<file path="src/hw/rtl/bpdc_pkg.sv">
// shared types, constants and register codes of the button press duration classifier
`default_nettype none
package bpdc_pkg;

    localparam int DEF_CHANNELS = 4;

    localparam int CH_W   = 2;
    localparam int TIME_W = 32;
    localparam int LIM_W  = 16;
    localparam int CFG_W  = 16;

    localparam int IN_TDATA_W  = 40;
    localparam int OUT_TDATA_W = 40;

    localparam logic [LIM_W-1:0] SHORT_MS_RST  = 16'd500;
    localparam logic [LIM_W-1:0] MEDIUM_MS_RST = 16'd2000;
    localparam logic [LIM_W-1:0] LONG_MS_RST   = 16'd5000;

    typedef enum logic [2:0] {
        CFG_PUBLISH_MODES  = 3'd0,
        CFG_TRIGGER_ENABLE = 3'd1,
        CFG_INVERT_MASK    = 3'd2,
        CFG_SHORT_MS       = 3'd3,
        CFG_MEDIUM_MS      = 3'd4,
        CFG_LONG_MS        = 3'd5
    } t_cfg_reg;

    localparam logic [1:0] MODE_LOW  = 2'd0;
    localparam logic [1:0] MODE_HIGH = 2'd1;
    localparam logic [1:0] MODE_ANY  = 2'd2;

    localparam logic [1:0] SLOT_SHORT     = 2'd0;
    localparam logic [1:0] SLOT_MEDIUM    = 2'd1;
    localparam logic [1:0] SLOT_LONG      = 2'd2;
    localparam logic [1:0] SLOT_VERY_LONG = 2'd3;

endpackage
`default_nettype wire

</file>
<file path="src/hw/rtl/bpdc_ram.sv">
// generic single write port, single read port ram with registered read
`default_nettype none
module bpdc_ram #(
    parameter int WIDTH = 8,
    parameter int DEPTH = 4
) (
    input  wire logic                                       i_clk,
    input  wire logic                                       i_we,
    input  wire logic [(DEPTH > 1 ? $clog2(DEPTH) : 1)-1:0] i_waddr,
    input  wire logic [WIDTH-1:0]                           i_wdata,
    input  wire logic                                       i_re,
    input  wire logic [(DEPTH > 1 ? $clog2(DEPTH) : 1)-1:0] i_raddr,
    output logic      [WIDTH-1:0]                           o_rdata
);

    logic [WIDTH-1:0] r_mem [DEPTH];

    always_ff @(posedge i_clk) begin
        if (i_we) begin
            r_mem[i_waddr] <= i_wdata;
        end
        if (i_re) begin
            o_rdata <= r_mem[i_raddr];
        end
    end

endmodule
`default_nettype wire

</file>
<file path="src/hw/rtl/button_press_duration_classifier.sv">
// top level: per-channel button change detection and press duration classification
// One sample is taken per clock cycle, back to back, while no result waits on a stalled
// output; a result is registered via the compute stage. The per-channel last level and
// change time sit in one ram with a single read and a single write port: the read is
// issued when a sample is accepted, the compare, subtract and threshold cascade run in
// the next cycle and the updated entry is written back at its end. A forwarding
// register covers a sample that follows another of the same channel directly. The ram
// needs no clearing pass: per-entry valid bits make unwritten channels read as zero.
// When the output is stalled only a sample that produces a result waits; samples that
// produce none keep flowing.
`default_nettype none
module button_press_duration_classifier
    import bpdc_pkg::*;
#(
    parameter int CHANNELS = DEF_CHANNELS
) (
    input  wire logic                   i_clk,
    input  wire logic                   i_rst_n,
    // slave stream: channel[1:0], level[2], now_ms[34:3], zero fill
    input  wire logic                   i_s_tvalid,
    output logic                        o_s_tready,
    input  wire logic [IN_TDATA_W-1:0]  i_s_tdata,
    // master stream: event_channel[1:0], new_level[2], reported_state[3],
    // held_ms[35:4], trigger_fired[36], trigger_slot[38:37], zero fill
    output logic                        o_m_tvalid,
    input  wire logic                   i_m_tready,
    output logic      [OUT_TDATA_W-1:0] o_m_tdata,
    // configuration writes
    input  wire logic                   i_cfg_valid,
    output logic                        o_cfg_ready,
    input  wire logic [2:0]             i_cfg_index,
    input  wire logic [CFG_W-1:0]       i_cfg_data
);

    localparam int AW    = (CHANNELS > 1) ? $clog2(CHANNELS) : 1;
    localparam int ENT_W = TIME_W + 1;

    // configuration registers
    logic [7:0]       r_pm;
    logic [15:0]      r_te;
    logic [3:0]       r_inv;
    logic [LIM_W-1:0] r_short;
    logic [LIM_W-1:0] r_medium;
    logic [LIM_W-1:0] r_long;

    assign o_cfg_ready = 1'b1;

    always_ff @(posedge i_clk) begin
        if (!i_rst_n) begin
            r_pm     <= '0;
            r_te     <= '0;
            r_inv    <= '0;
            r_short  <= SHORT_MS_RST;
            r_medium <= MEDIUM_MS_RST;
            r_long   <= LONG_MS_RST;
        end else if (i_cfg_valid) begin
            unique case (i_cfg_index)
                CFG_PUBLISH_MODES:  r_pm     <= i_cfg_data[7:0];
                CFG_TRIGGER_ENABLE: r_te     <= i_cfg_data[15:0];
                CFG_INVERT_MASK:    r_inv    <= i_cfg_data[3:0];
                CFG_SHORT_MS:       r_short  <= i_cfg_data[LIM_W-1:0];
                CFG_MEDIUM_MS:      r_medium <= i_cfg_data[LIM_W-1:0];
                CFG_LONG_MS:        r_long   <= i_cfg_data[LIM_W-1:0];
                default: ;
            endcase
        end
    end

    // input unpack
    logic [CH_W-1:0]   in_ch;
    logic              in_level;
    logic [TIME_W-1:0] in_now;
    logic              in_acc;

    assign in_ch    = i_s_tdata[1:0];
    assign in_level = i_s_tdata[2];
    assign in_now   = i_s_tdata[34:3];
    assign in_acc   = i_s_tvalid && o_s_tready;

    // state ram
    logic             ram_we;
    logic [AW-1:0]    ram_waddr;
    logic [ENT_W-1:0] ram_wdata;
    logic [ENT_W-1:0] ram_rdata;

    bpdc_ram #(
        .WIDTH (ENT_W),
        .DEPTH (CHANNELS)
    ) u_state_ram (
        .i_clk   (i_clk),
        .i_we    (ram_we),
        .i_waddr (ram_waddr),
        .i_wdata (ram_wdata),
        .i_re    (in_acc),
        .i_raddr (AW'(in_ch)),
        .o_rdata (ram_rdata)
    );

    // compute stage
    logic              r_s1_valid;
    logic [CH_W-1:0]   r_s1_ch;
    logic              r_s1_level;
    logic [TIME_W-1:0] r_s1_now;

    logic [CHANNELS-1:0] r_vld;

    logic              r_fwd_valid;
    logic [CH_W-1:0]   r_fwd_ch;
    logic              r_fwd_level;
    logic [TIME_W-1:0] r_fwd_time;

    logic              r_out_valid;
    logic [OUT_TDATA_W-1:0] r_out_data;

    logic              s1_ok;
    logic              fwd_hit;
    logic              prev_level;
    logic [TIME_W-1:0] prev_time;
    logic              changed;
    logic [TIME_W-1:0] held;
    logic [1:0]        mode;
    logic [3:0]        en;
    logic              inv;
    logic              report;
    logic              fired;
    logic [1:0]        slot;
    logic              result;
    logic              out_free;
    logic              s1_fire;

    assign s1_ok     = 32'(r_s1_ch) < CHANNELS;
    assign fwd_hit   = r_fwd_valid && (r_fwd_ch == r_s1_ch);
    assign ram_waddr = AW'(r_s1_ch);

    always_comb begin
        if (fwd_hit) begin
            prev_level = r_fwd_level;
            prev_time  = r_fwd_time;
        end else if (r_vld[ram_waddr]) begin
            prev_level = ram_rdata[TIME_W];
            prev_time  = ram_rdata[TIME_W-1:0];
        end else begin
            prev_level = 1'b0;
            prev_time  = '0;
        end
    end

    assign changed = s1_ok && (r_s1_level != prev_level);
    assign held    = r_s1_now - prev_time;
    assign mode    = 2'(r_pm >> {r_s1_ch, 1'b0});
    assign en      = 4'(r_te >> {r_s1_ch, 2'b00});
    assign inv     = r_inv[r_s1_ch];

    always_comb begin
        report = 1'b0;
        fired  = 1'b0;
        slot   = SLOT_SHORT;
        if (mode == MODE_ANY && held > TIME_W'(r_short)) begin
            report = 1'b1;
            fired  = en[0];
        end else if ({1'b0, r_s1_level} == mode) begin
            report = 1'b1;
            if (held < TIME_W'(r_short) && en[0]) begin
                fired = 1'b1;
                slot  = SLOT_SHORT;
            end else if (held < TIME_W'(r_medium) && en[1]) begin
                fired = 1'b1;
                slot  = SLOT_MEDIUM;
            end else if (held < TIME_W'(r_long) && en[2]) begin
                fired = 1'b1;
                slot  = SLOT_LONG;
            end else if (held > TIME_W'(r_long) && en[3]) begin
                fired = 1'b1;
                slot  = SLOT_VERY_LONG;
            end
        end
    end

    assign result     = changed && report;
    assign out_free   = !r_out_valid || i_m_tready;
    assign s1_fire    = r_s1_valid && (!result || out_free);
    assign o_s_tready = !r_s1_valid || s1_fire;
    assign ram_we     = s1_fire && changed;
    assign ram_wdata  = {r_s1_level, r_s1_now};

    always_ff @(posedge i_clk) begin
        if (!i_rst_n) begin
            r_s1_valid  <= 1'b0;
            r_vld       <= '0;
            r_fwd_valid <= 1'b0;
            r_out_valid <= 1'b0;
        end else begin
            if (in_acc) begin
                r_s1_valid <= 1'b1;
            end else if (s1_fire) begin
                r_s1_valid <= 1'b0;
            end
            if (ram_we) begin
                r_vld[ram_waddr] <= 1'b1;
                r_fwd_valid      <= 1'b1;
            end
            if (s1_fire && result) begin
                r_out_valid <= 1'b1;
            end else if (i_m_tready) begin
                r_out_valid <= 1'b0;
            end
        end
    end

    always_ff @(posedge i_clk) begin
        if (in_acc) begin
            r_s1_ch    <= in_ch;
            r_s1_level <= in_level;
            r_s1_now   <= in_now;
        end
        if (ram_we) begin
            r_fwd_ch    <= r_s1_ch;
            r_fwd_level <= r_s1_level;
            r_fwd_time  <= r_s1_now;
        end
        if (s1_fire && result) begin
            r_out_data <= {1'b0, slot, fired, held, r_s1_level ^ inv, r_s1_level, r_s1_ch};
        end
    end

    assign o_m_tvalid = r_out_valid;
    assign o_m_tdata  = r_out_data;

endmodule
`default_nettype wire

</file>
<file path="config.mk">
export PLATFORM = sky130hd
export DESIGN_NAME = button_press_duration_classifier
export DESIGN_NICKNAME = d
export VERILOG_FILES = /design/src/hw/rtl/bpdc_pkg.sv /design/src/hw/rtl/bpdc_ram.sv /design/src/hw/rtl/button_press_duration_classifier.sv
export SDC_FILE = /design/constraint.sdc
export NUM_CORES = 1
export LEC_CHECK = 0
export ABC_CLOCK_PERIOD_IN_PS = 10300
export BUFFER_PORTS_ARGS = -buffer_cell sky130_fd_sc_hd__buf_2
export CAP_MARGIN = 20
export CELL_PAD_IN_SITES_DETAIL_PLACEMENT = 1
export CELL_PAD_IN_SITES_GLOBAL_PLACEMENT = 2
export CORE_MARGIN = 5
export CORE_UTILIZATION = 40
export DETAILED_ROUTE_END_ITERATION = 8
export PLACE_DENSITY_LB_ADDON = 0.1
export SLEW_MARGIN = 20
export SYNTH_ARGS = -nofsm -noshare
export SYNTH_HDL_FRONTEND = slang
export SYNTH_HIERARCHICAL = 1
export SYNTH_SLANG_ARGS = --single-unit
</file>
<file path="constraint.sdc">
create_clock -name i_clk -period 10.3 [get_ports i_clk]
set_clock_uncertainty 0.2 [all_clocks]
set_input_delay 2.06 -clock i_clk [delete_from_list [all_inputs] [get_ports i_clk]]
set_output_delay 2.06 -clock i_clk [all_outputs]
set_load 0.005 [all_outputs]
</file>
==> impl_metrics.py, run 1 <==
metrics = {
    "detailed_routing": {
        "via_per_inst": 5.36,
        "drtIter0Drc": 565,
        "antenna_left": 0,
        "firstDrtPassIters": 5,
        "wl_per_cell_um": 22.0,
        "drcViolationCount": 0,
        "vias": 10005,
        "routed_wl_mm": 41.0,
    },
    "yosys": {
        "yosysMostFrequentCell": "edfxtp_1",
        "synth_area_per_cell_um2": 13.4,
        "synth_common_cells": "274 x edfxtp_1, 171 x nand2_1, 83 x dfxtp_1, 78 x ha_1, 58 x a21boi_0",
        "synth_fp_nets": 1341,
        "synthCells": 1198,
        "yosys_most_used_dff": "edfxtp_1",
        "synth_edf_count": 274,
        "ys_top_cells_by_area": "edfxtp_1 51%, dfxtp_1 10%, ha_1 6.1%",
        "yosys_warnings": 6,
        "synthesis.area_mm2": 0.0160,
        "ys_seq_area_frac": 0.617,
        "synth_top_area_frac": 0.513,
        "synth_cell_types": 78,
        "ys_seq_elements": 357,
        "yosysTopAreaCell": "edfxtp_1",
        "synth-async-reset-ratio": 0,
    },
    "timing": {
        "post-route-period-util": 0.863,
        "finalHoldViolCount": 0,
        "fin_crit_ns": 8.89,
        "setup-violations-final": 0,
        "slew_violations": 0,
        "timing.fmax_ghz": 0.112,
        "rsz0062_at_grt": "false",
        "slew_headroom": 0.252,
        "tightest_slew_ns": 1.12,
        "setup_tns_ns": 0,
    },
    "status": {
        "status": "finished clean",
    },
    "placed_design": {
        "hpwlAfterDp_mm": 28.0,
        "gp_congestion": 0.816,
        "port_buffers": 99,
    },
    "pwr": {
        "power.static_leakage_nw": 6.60,
        "peakVddDrop_mv": 0.148,
        "power_density_mw_per_mm2": 188,
    },
    "die": {
        "die-area_mm2": 0.0442,
        "fp.coreArea_mm2": 0.0396,
        "std_cell_rows": 73,
        "io_pins": 107,
        "start_util": 0.404,
        "die_y_um": 210,
        "die_w_um": 210,
    },
    "finish": {
        "fill_cells": 4040,
        "drive_gt1_frac": 0.188,
        "antenna_cells": 0,
        "utilization": 0.467,
        "num-nets-final": 1452,
        "area_growth_pct": 15.6,
    },
    "clock_tree": {
        "root_buffer": "clkbuf_16",
        "cts.sinks": 357,
        "htreeDepth": 2,
        "cts_resized": 0,
        "clk_pin_slew_ns": 0.06,
        "cts_tree": "done",
        "cts_setup_buffers": 0,
        "clk_latency_ns": 0.57,
        "clock_path_buffers": 3,
        "cts_made_buffers": 41,
        "cts-hold-fix-buffers": 0,
    },
    "grt": {
        "grt_max_degree": 88,
        "grt_use_total": 0.187,
        "overflow": 0,
        "grt_antenna_before_repair": 1,
        "grt_pass1_vias": 10552,
        "grt_pass1_wl_mm": 63.6,
    },
    "critical_path": {
        "cp.arrival_ns": 6.63,
        "crit_type": "flop to output pin",
        "startpoint_type": "flop",
        "cp_max_fo": 26,
        "worst_ep_required_time_ns": 8.04,
        "crit_path_end_kind": "output pin",
    },
    "hold_path": {
        "holdCritPathClass": "flop to flop",
    },
    "job": {
        "cap_violations": 0,
    },
}
-- stage by stage --
step	cell area (um^2)	setup slack, ns	hold WS, ns	instances	power (mW)
3_5_place_dp	17100	1.98	0.241	1791	2.00
5_1_grt	18500	0.914	0.284	1865	3.65
3_3_place_gp	17100	2.00	0.237	1791	2.00
6_report	18500	1.41	0.252	1865	3.49
2_1_floorplan	16000	1.41	0.224	1198	1.87
4_1_cts	18500	1.32	0.256	1865	3.54
-- registers in the layout, indices dropped and copies added (netlist names), 2 cells and up --
name	flops
r_medium	16
r_inv	4
r_long	16
r_short	16
r_pm	8
r_te	16
r_fwd_ch	2
u_state_ram/r_mem	132
r_s1_ch	2
r_fwd_time	32
o_m_tdata	39
u_state_ram/o_rdata	33
r_vld	4
r_s1_now	32
-- path summary, 6_finish.rpt --
kind                                  from                        to  slack (ns)  cells after the start
worst max-delay path            r_s1_ch[0]                o_s_tready        1.41                     21
worst min-delay path              r_vld[0]                  r_vld[0]        0.25                      2
worst max register to register  r_s1_ch[0]  u_state_ram/r_mem[2][22]        2.40                     22
worst min register to register    r_vld[0]                  r_vld[0]        0.25                      2
-- metal layers --
metal,wire (um),part of all wire,track usage
met2,18600,0.45,0.293
met3,1610,0.039,0.0330
met4,690,0.017,0.0425
met1,20100,0.49,0.275
met5,0,0,0
-- kinds of logic (layout without fill, tap and decap cells) --
logic type,Yosys count,after routing,share of synthesized area
XOR/XNOR,27,27,0.0148
AND/OR/NAND/NOR,321,321,0.0942
other,2,2,0.000469
adder cells (fa/ha/maj),79,79,0.0622
AO/OA/AOI/OAI,263,263,0.120
flip-flops,357,357,0.617
buffers and inverters,101,243,0.0280
multiplexers,48,48,0.0629
-- critical path: stages (launching register included) --
cell and delay, ns:
edfxtp_1 0.59, xor2_1 0.21, nor3_2 0.06, buf_4 0.22
nor2b_2 0.37, buf_4 0.39, a22oi_1 0.11, ha_1 0.41
a21oi_1 0.12, o21ai_0 0.64, o21bai_1 0.19, nand2_1 0.12
xor2_1 0.63, ha_1 0.38, nand4_1 0.10, nor2_1 0.07
a221oi_1 0.26, o221ai_1 0.23, o31a_1 0.18, or2_2 0.30
o211ai_2 0.28, buf_2 0.18
-- report_power, final --
group          switching (mW)  internal, mW
clock                   0.594         0.929
sequential             0.0229          1.60
combinational           0.215         0.130
total                   0.832          2.66
-- cell usage in the layout (no fill, tap or decap), drive strengths merged, types with 4 or more instances in the layout --
master,count
edfxtp,274
nand2,171
buf,115
dfxtp,83
ha,78
a21boi,62
inv,56
clkbuf,49
a21oi,43
mux4,41
a22oi,34
nor2,34
a21o,30
o211ai,26
o21ai,24
nand4,18
xor2,15
nand3,15
nor3,15
clkinv,15
nor2b,14
xnor2,12
o21a,11
and3,9
nand2b,8
or2,6
and2,6
bufinv,6
nor4,6
mux2i,5
a31oi,4
or3,4
-- area by class of cell --
| cell class | count | area [um^2] | area share |
|---|---|---|---|
| tap | 525 | 657 | 0.0355 |
| timing repair buffer | 115 | 616 | 0.0332 |
| inverter | 54 | 203 | 0.0109 |
| clock inverter | 25 | 305 | 0.0165 |
| clock buffer | 49 | 1120 | 0.0603 |
| sequential | 357 | 9890 | 0.534 |
| multi-input combinational | 740 | 5740 | 0.310 |
(Power assumes the default switching activity.)
==> run 2: changes to the inputs <==
ABC_CLOCK_PERIOD_IN_PS = 11250   (was 10300)
CAP_MARGIN = 10   (was 20)
clock period = 11.25 ns   (was 10.3 ns; I/O delays follow)
==> impl_metrics.py, run 2 (synthesized netlist as in run 1, its figures left out) <==
metrics = {
    "status": {
        "status": "finished clean",
    },
    "critical_path": {
        "cp_cell_sequence": "xor2_1, nor3_2, buf_4, nor2b_2, buf_4, a22oi_1, ha_1, a21oi_1, o21ai_0, o21ai_0, nand2b_1, a21o_1, xor2_1, ha_1, a21o_1, a21o_1, a221oi_1, o221ai_1, o31a_1, or2_2, o211ai_2, buf_2",
        "crit_type": "flop to output pin",
        "worst_ep_required_time_ns": 8.80,
        "crit_path_max_incr_delay_ns": 0.95,
        "cp_max_fo": 26,
        "cp.arrival_ns": 7.15,
        "startpoint": "r_s1_ch[1]",
        "startpoint_type": "flop",
        "worst-path-buf-inv": 3,
        "crit_path_end_kind": "output pin",
        "slowest_stage": "edfxtp_1",
        "r2r_start": "r_s1_ch[1]",
        "path_delay_family": "compound AO/OA/AOI/OAI gates",
        "crit_cells": 22,
        "crit_top_cell": "a21o_1",
        "rr_worst_depth": 23,
    },
    "pwr": {
        "power_density_mw_per_mm2": 166,
        "power.static_leakage_nw": 6.46,
        "internal_power_mw": 2.29,
        "p_switching_mw": 0.744,
        "peakVddDrop_mv": 0.130,
        "switching_share": 0.246,
        "pwr-share-comb": 0.103,
        "p_clk_frac": 0.405,
        "finalPower_mw": 3.03,
        "p_seq_frac": 0.492,
    },
    "finish": {
        "mostFrequentLayoutCells": "274 x edfxtp_1, 171 x nand2_1, 98 x buf_2",
        "area_growth_pct": 14.1,
        "largest_reg_flops": 132,
        "fill_cells": 4068,
        "final_common_cell": "edfxtp_1",
        "multi_input_area_mm2": 0.00573,
        "drive_gt1_frac": 0.177,
        "antenna_cells": 0,
        "stdcell_count": 1856,
        "num-nets-final": 1445,
        "regArea_mm2": 0.00989,
        "top_register": "u_state_ram/r_mem",
    },
    "die": {
        "fp.coreArea_mm2": 0.0396,
        "start_util": 0.404,
        "die-area_mm2": 0.0442,
        "std_cell_rows": 73,
        "die_w_um": 210,
        "io_pins": 107,
        "die_y_um": 210,
    },
    "clock_tree": {
        "cts.sinks": 357,
        "root_buffer": "clkbuf_16",
        "clk_pin_slew_ns": 0.06,
        "clock_path_buffers": 3,
        "cts_tree": "done",
        "htreeDepth": 2,
        "cts_resized": 0,
        "clk_latency_ns": 0.57,
        "cts_made_buffers": 39,
        "cts-hold-fix-buffers": 0,
        "cts_setup_buffers": 0,
    },
    "detailed_routing": {
        "firstDrtPassIters": 4,
        "drtIter0Drc": 633,
        "wl_per_cell_um": 22.1,
        "routed_wl_mm": 41.1,
        "vias": 9929,
        "antenna_left": 0,
        "drcViolationCount": 0,
        "via_per_inst": 5.35,
    },
    "grt": {
        "grt_pass1_vias": 10611,
        "grt_use_met2": 0.296,
        "top_usage_layer": "met2",
        "overflow": 0,
        "grt_use_total": 0.188,
        "grtUsageMet1": 0.273,
        "grt_use_met3": 0.0290,
        "grt_pass1_wl_mm": 63.8,
        "grt_antenna_before_repair": 0,
        "grt_max_degree": 88,
    },
    "timing": {
        "rsz0062_at_grt": "false",
        "tightest_slew_ns": 1.12,
        "fin_crit_ns": 9.60,
        "post-route-period-util": 0.853,
        "timing.fmax_ghz": 0.104,
        "slew_violations": 0,
        "setup_tns_ns": 0,
        "finalHoldViolCount": 0,
        "slew_headroom": 0.255,
        "setup-violations-final": 0,
    },
    "placed_design": {
        "gp_congestion": 0.779,
        "port_buffers": 99,
        "place_inst": 1786,
        "hpwlAfterDp_mm": 28.0,
    },
    "job": {
        "cap_violations": 0,
    },
    "hold_path": {
        "holdCritPathClass": "flop to flop",
        "whs_path_depth": 2,
        "min_from": "r_vld[1]",
    },
}
==> run 2: cell count changes in the layout (fill, tap and decap cells not counted), moves of 2 or more <==
cell,delta
buf_4,-4
bufinv_16,-5
clkbuf_16,-2
clkbuf_1,+10
clkinv_1,-4
clkinv_2,-3
==> run 2: stage by stage <==
step	hold WS (ns)	util	cell area [um^2]	setup slack [ns]
2_1_floorplan	0.224	-	16000	2.36
3_3_place_gp	0.233	0.430	17100	2.17
3_5_place_dp	0.246	0.430	17100	2.14
4_1_cts	0.260	0.461	18300	1.50
5_1_grt	0.277	0.461	18300	1.15
6_report	0.255	0.461	18300	1.65
==> run 2: final cells by class <==
cell class                 instances  share of cell area
clock buffer                      56              0.0597
clock inverter                    14             0.00671
inverter                          54              0.0111
multi-input combinational        740               0.314
sequential                       357               0.541
tap                              525              0.0359
timing repair buffer             110              0.0318
==> run 2: tightest hold or removal path, stage by stage (launching register included) <==
cell and delay (ns):
dfxtp_1 0.32, nand2_1 0.06, o21ai_2 0.04
==> run 2: power by group through the flow <==
stage,sequential (mW),clock [mW],combinational (mW)
global route,1.49,1.33,0.348
floorplan,1.51,0,0.206
finish,1.49,1.23,0.312
CTS,1.49,1.27,0.317
detailed placement,1.52,0,0.315
global placement,1.51,0,0.311
==> run 2: routing by layer <==
metal | vias up | share of wire
met4 | 0 | 0.021
met5 | - | 0
met1 | 4996 | 0.48
met3 | 51 | 0.036
met2 | 151 | 0.46
li1 | 4731 | -
==> run 2: worst paths after layout <==
kind,to,slack [ns]
setup / recovery,o_s_tready,1.65
hold / removal,r_vld[1],0.26
setup reg to reg,u_state_ram/r_mem[3][10],2.44
hold reg to reg,r_vld[1],0.26
==> run 3: changes to the inputs <==
CORE_UTILIZATION = 46   (was 40)
PLACE_DENSITY = 0.87   (was unset)
PLACE_DENSITY_LB_ADDON = unset   (was 0.1)
==> impl_metrics.py, run 3 (synthesized netlist as in run 1, its figures left out) <==
metrics = {
    "die": {
        "start_util": 0.465,
        "die-area_mm2": 0.0387,
        "std_cell_rows": 68,
        "die_y_um": 197,
        "fp.coreArea_mm2": 0.0345,
        "die_w_um": 197,
        "io_pins": 107,
    },
    "grt": {
        "grt_pass1_vias": 10845,
        "grt_use_total": 0.209,
        "grt_max_degree": 88,
        "grt_pass1_wl_mm": 63.3,
        "overflow": 0,
        "grt_antenna_before_repair": 0,
    },
    "pwr": {
        "p_clk_frac": 0.417,
        "power_density_mw_per_mm2": 169,
        "internal_power_mw": 2.35,
        "peakVddDrop_mv": 0.132,
        "switching_share": 0.240,
        "finalPower_mw": 3.09,
        "power.static_leakage_nw": 6.53,
        "p_switching_mw": 0.739,
        "pwr-share-comb": 0.101,
        "p_seq_frac": 0.482,
    },
    "timing": {
        "tightest_slew_ns": 1.09,
        "timing.fmax_ghz": 0.108,
        "setup_tns_ns": 0,
        "fin_crit_ns": 9.23,
        "rsz0062_at_grt": "false",
        "setup-violations-final": 0,
        "slew_headroom": 0.270,
        "slew_violations": 0,
        "hold_ws_ns": 0.261,
        "finalHoldViolCount": 0,
        "post-route-period-util": 0.821,
    },
    "finish": {
        "largest_reg_flops": 132,
        "final_common_cell": "edfxtp_1",
        "top_register": "u_state_ram/r_mem",
        "drive_gt1_frac": 0.181,
        "utilization": 0.531,
        "area_growth_pct": 14.2,
        "mostFrequentLayoutCells": "274 x edfxtp_1, 171 x nand2_1, 99 x buf_2",
        "antenna_cells": 0,
        "num-nets-final": 1448,
        "fin_area_mm2": 0.0183,
    },
    "critical_path": {
        "cp_max_fo": 26,
        "startpoint_type": "flop",
        "crit_type": "flop to output pin",
        "crit_path_end_kind": "output pin",
        "cp.arrival_ns": 6.78,
        "worst_ep_required_time_ns": 8.80,
    },
    "clock_tree": {
        "cts.sinks": 357,
        "clk_pin_slew_ns": 0.06,
        "cts_setup_buffers": 0,
        "cts-hold-fix-buffers": 0,
        "cts_tree": "done",
        "htreeDepth": 2,
        "cts_made_buffers": 40,
        "clk_latency_ns": 0.54,
        "clock_path_buffers": 3,
        "cts_resized": 0,
        "root_buffer": "clkbuf_16",
    },
    "detailed_routing": {
        "firstDrtPassIters": 5,
        "drtIter0Drc": 654,
        "routed_wl_mm": 40.1,
        "via_per_inst": 5.65,
        "antenna_left": 0,
        "drcViolationCount": 0,
        "wl_per_cell_um": 22.4,
        "vias": 10110,
    },
    "placed_design": {
        "gp_congestion": 0.833,
        "port_buffers": 99,
        "hpwlAfterDp_mm": 26.8,
        "place_area_mm2": 0.0170,
    },
    "hold_path": {
        "holdCritPathClass": "flop to flop",
    },
    "status": {
        "status": "finished clean",
    },
    "job": {
        "cap_violations": 0,
    },
}
run 3: cell types whose count changed in the layout (fill, tap and decap cells not counted), sizes merged:
cell,previous run,this run
buf,110,112
bufinv,1,3
clkbuf,56,49
clkinv,9,16
run 3: worst paths after layout:
path / from / to / slack [ns] / cells after the start
worst min-delay path: r_vld[3] / r_vld[3] / 0.26 / 2
worst max register to register: r_s1_ch[0] / u_state_ram/r_mem[0][14] / 3.01 / 23
worst max-delay path: r_s1_ch[0] / o_s_tready / 2.02 / 21
worst min register to register: r_vld[3] / r_vld[3] / 0.26 / 2
run 3: cell type report:
cell class                      count  area, um^2
Fill cell                        3487       16200
Sequential cell                   357        9890
Multi-Input combinational cell    740        5730
Clock buffer                       49        1100
Timing Repair Buffer              112         606
Tap cell                          455         569
Clock inverter                     23         203
Inverter                           54         203
run 3: power groups by stage:
stage / registers [mW] / clock network [mW] / logic [mW]
finish: 1.49 / 1.29 / 0.312
global route: 1.49 / 1.39 / 0.347
CTS: 1.49 / 1.32 / 0.314
detailed placement: 1.52 / 0 / 0.311
global placement: 1.51 / 0 / 0.301
floorplan: 1.51 / 0 / 0.206
run 3: metrics by stage:
step / instances / setup slack [ns]
after floorplan: 1198 / 2.36
after global placement: 1717 / 2.67
after detailed placement: 1718 / 2.58
after CTS: 1790 / 1.96
after global routing: 1790 / 1.53
final: 1790 / 2.02
run 3: worst max-delay path, stage by stage, from the launching register on:
cell and delay (ns):
edfxtp_1 0.35, buf_4 0.24, mux4_2 0.36, nor2b_2 0.42
buf_4 0.40, a22oi_1 0.12, ha_1 0.41, a21oi_1 0.12
o21ai_0 0.61, o21ai_0 0.20, nand2b_1 0.12, a21o_1 0.13
xor2_1 0.62, ha_1 0.38, a21o_1 0.18, a21o_1 0.16
a221oi_1 0.28, o221ai_1 0.21, o31a_1 0.17, or2_2 0.30
o211ai_2 0.27, buf_2 0.17
run 3: layer usage:
metal	vias to the layer above	share of wire	global-route usage	wire length, um
li1	4745	-	-	-
met1	5072	0.46	0.298	18300
met2	237	0.48	0.346	19100
met3	56	0.045	0.0263	1790
met4	0	0.021	0.0506	837
met5	-	0	0	0
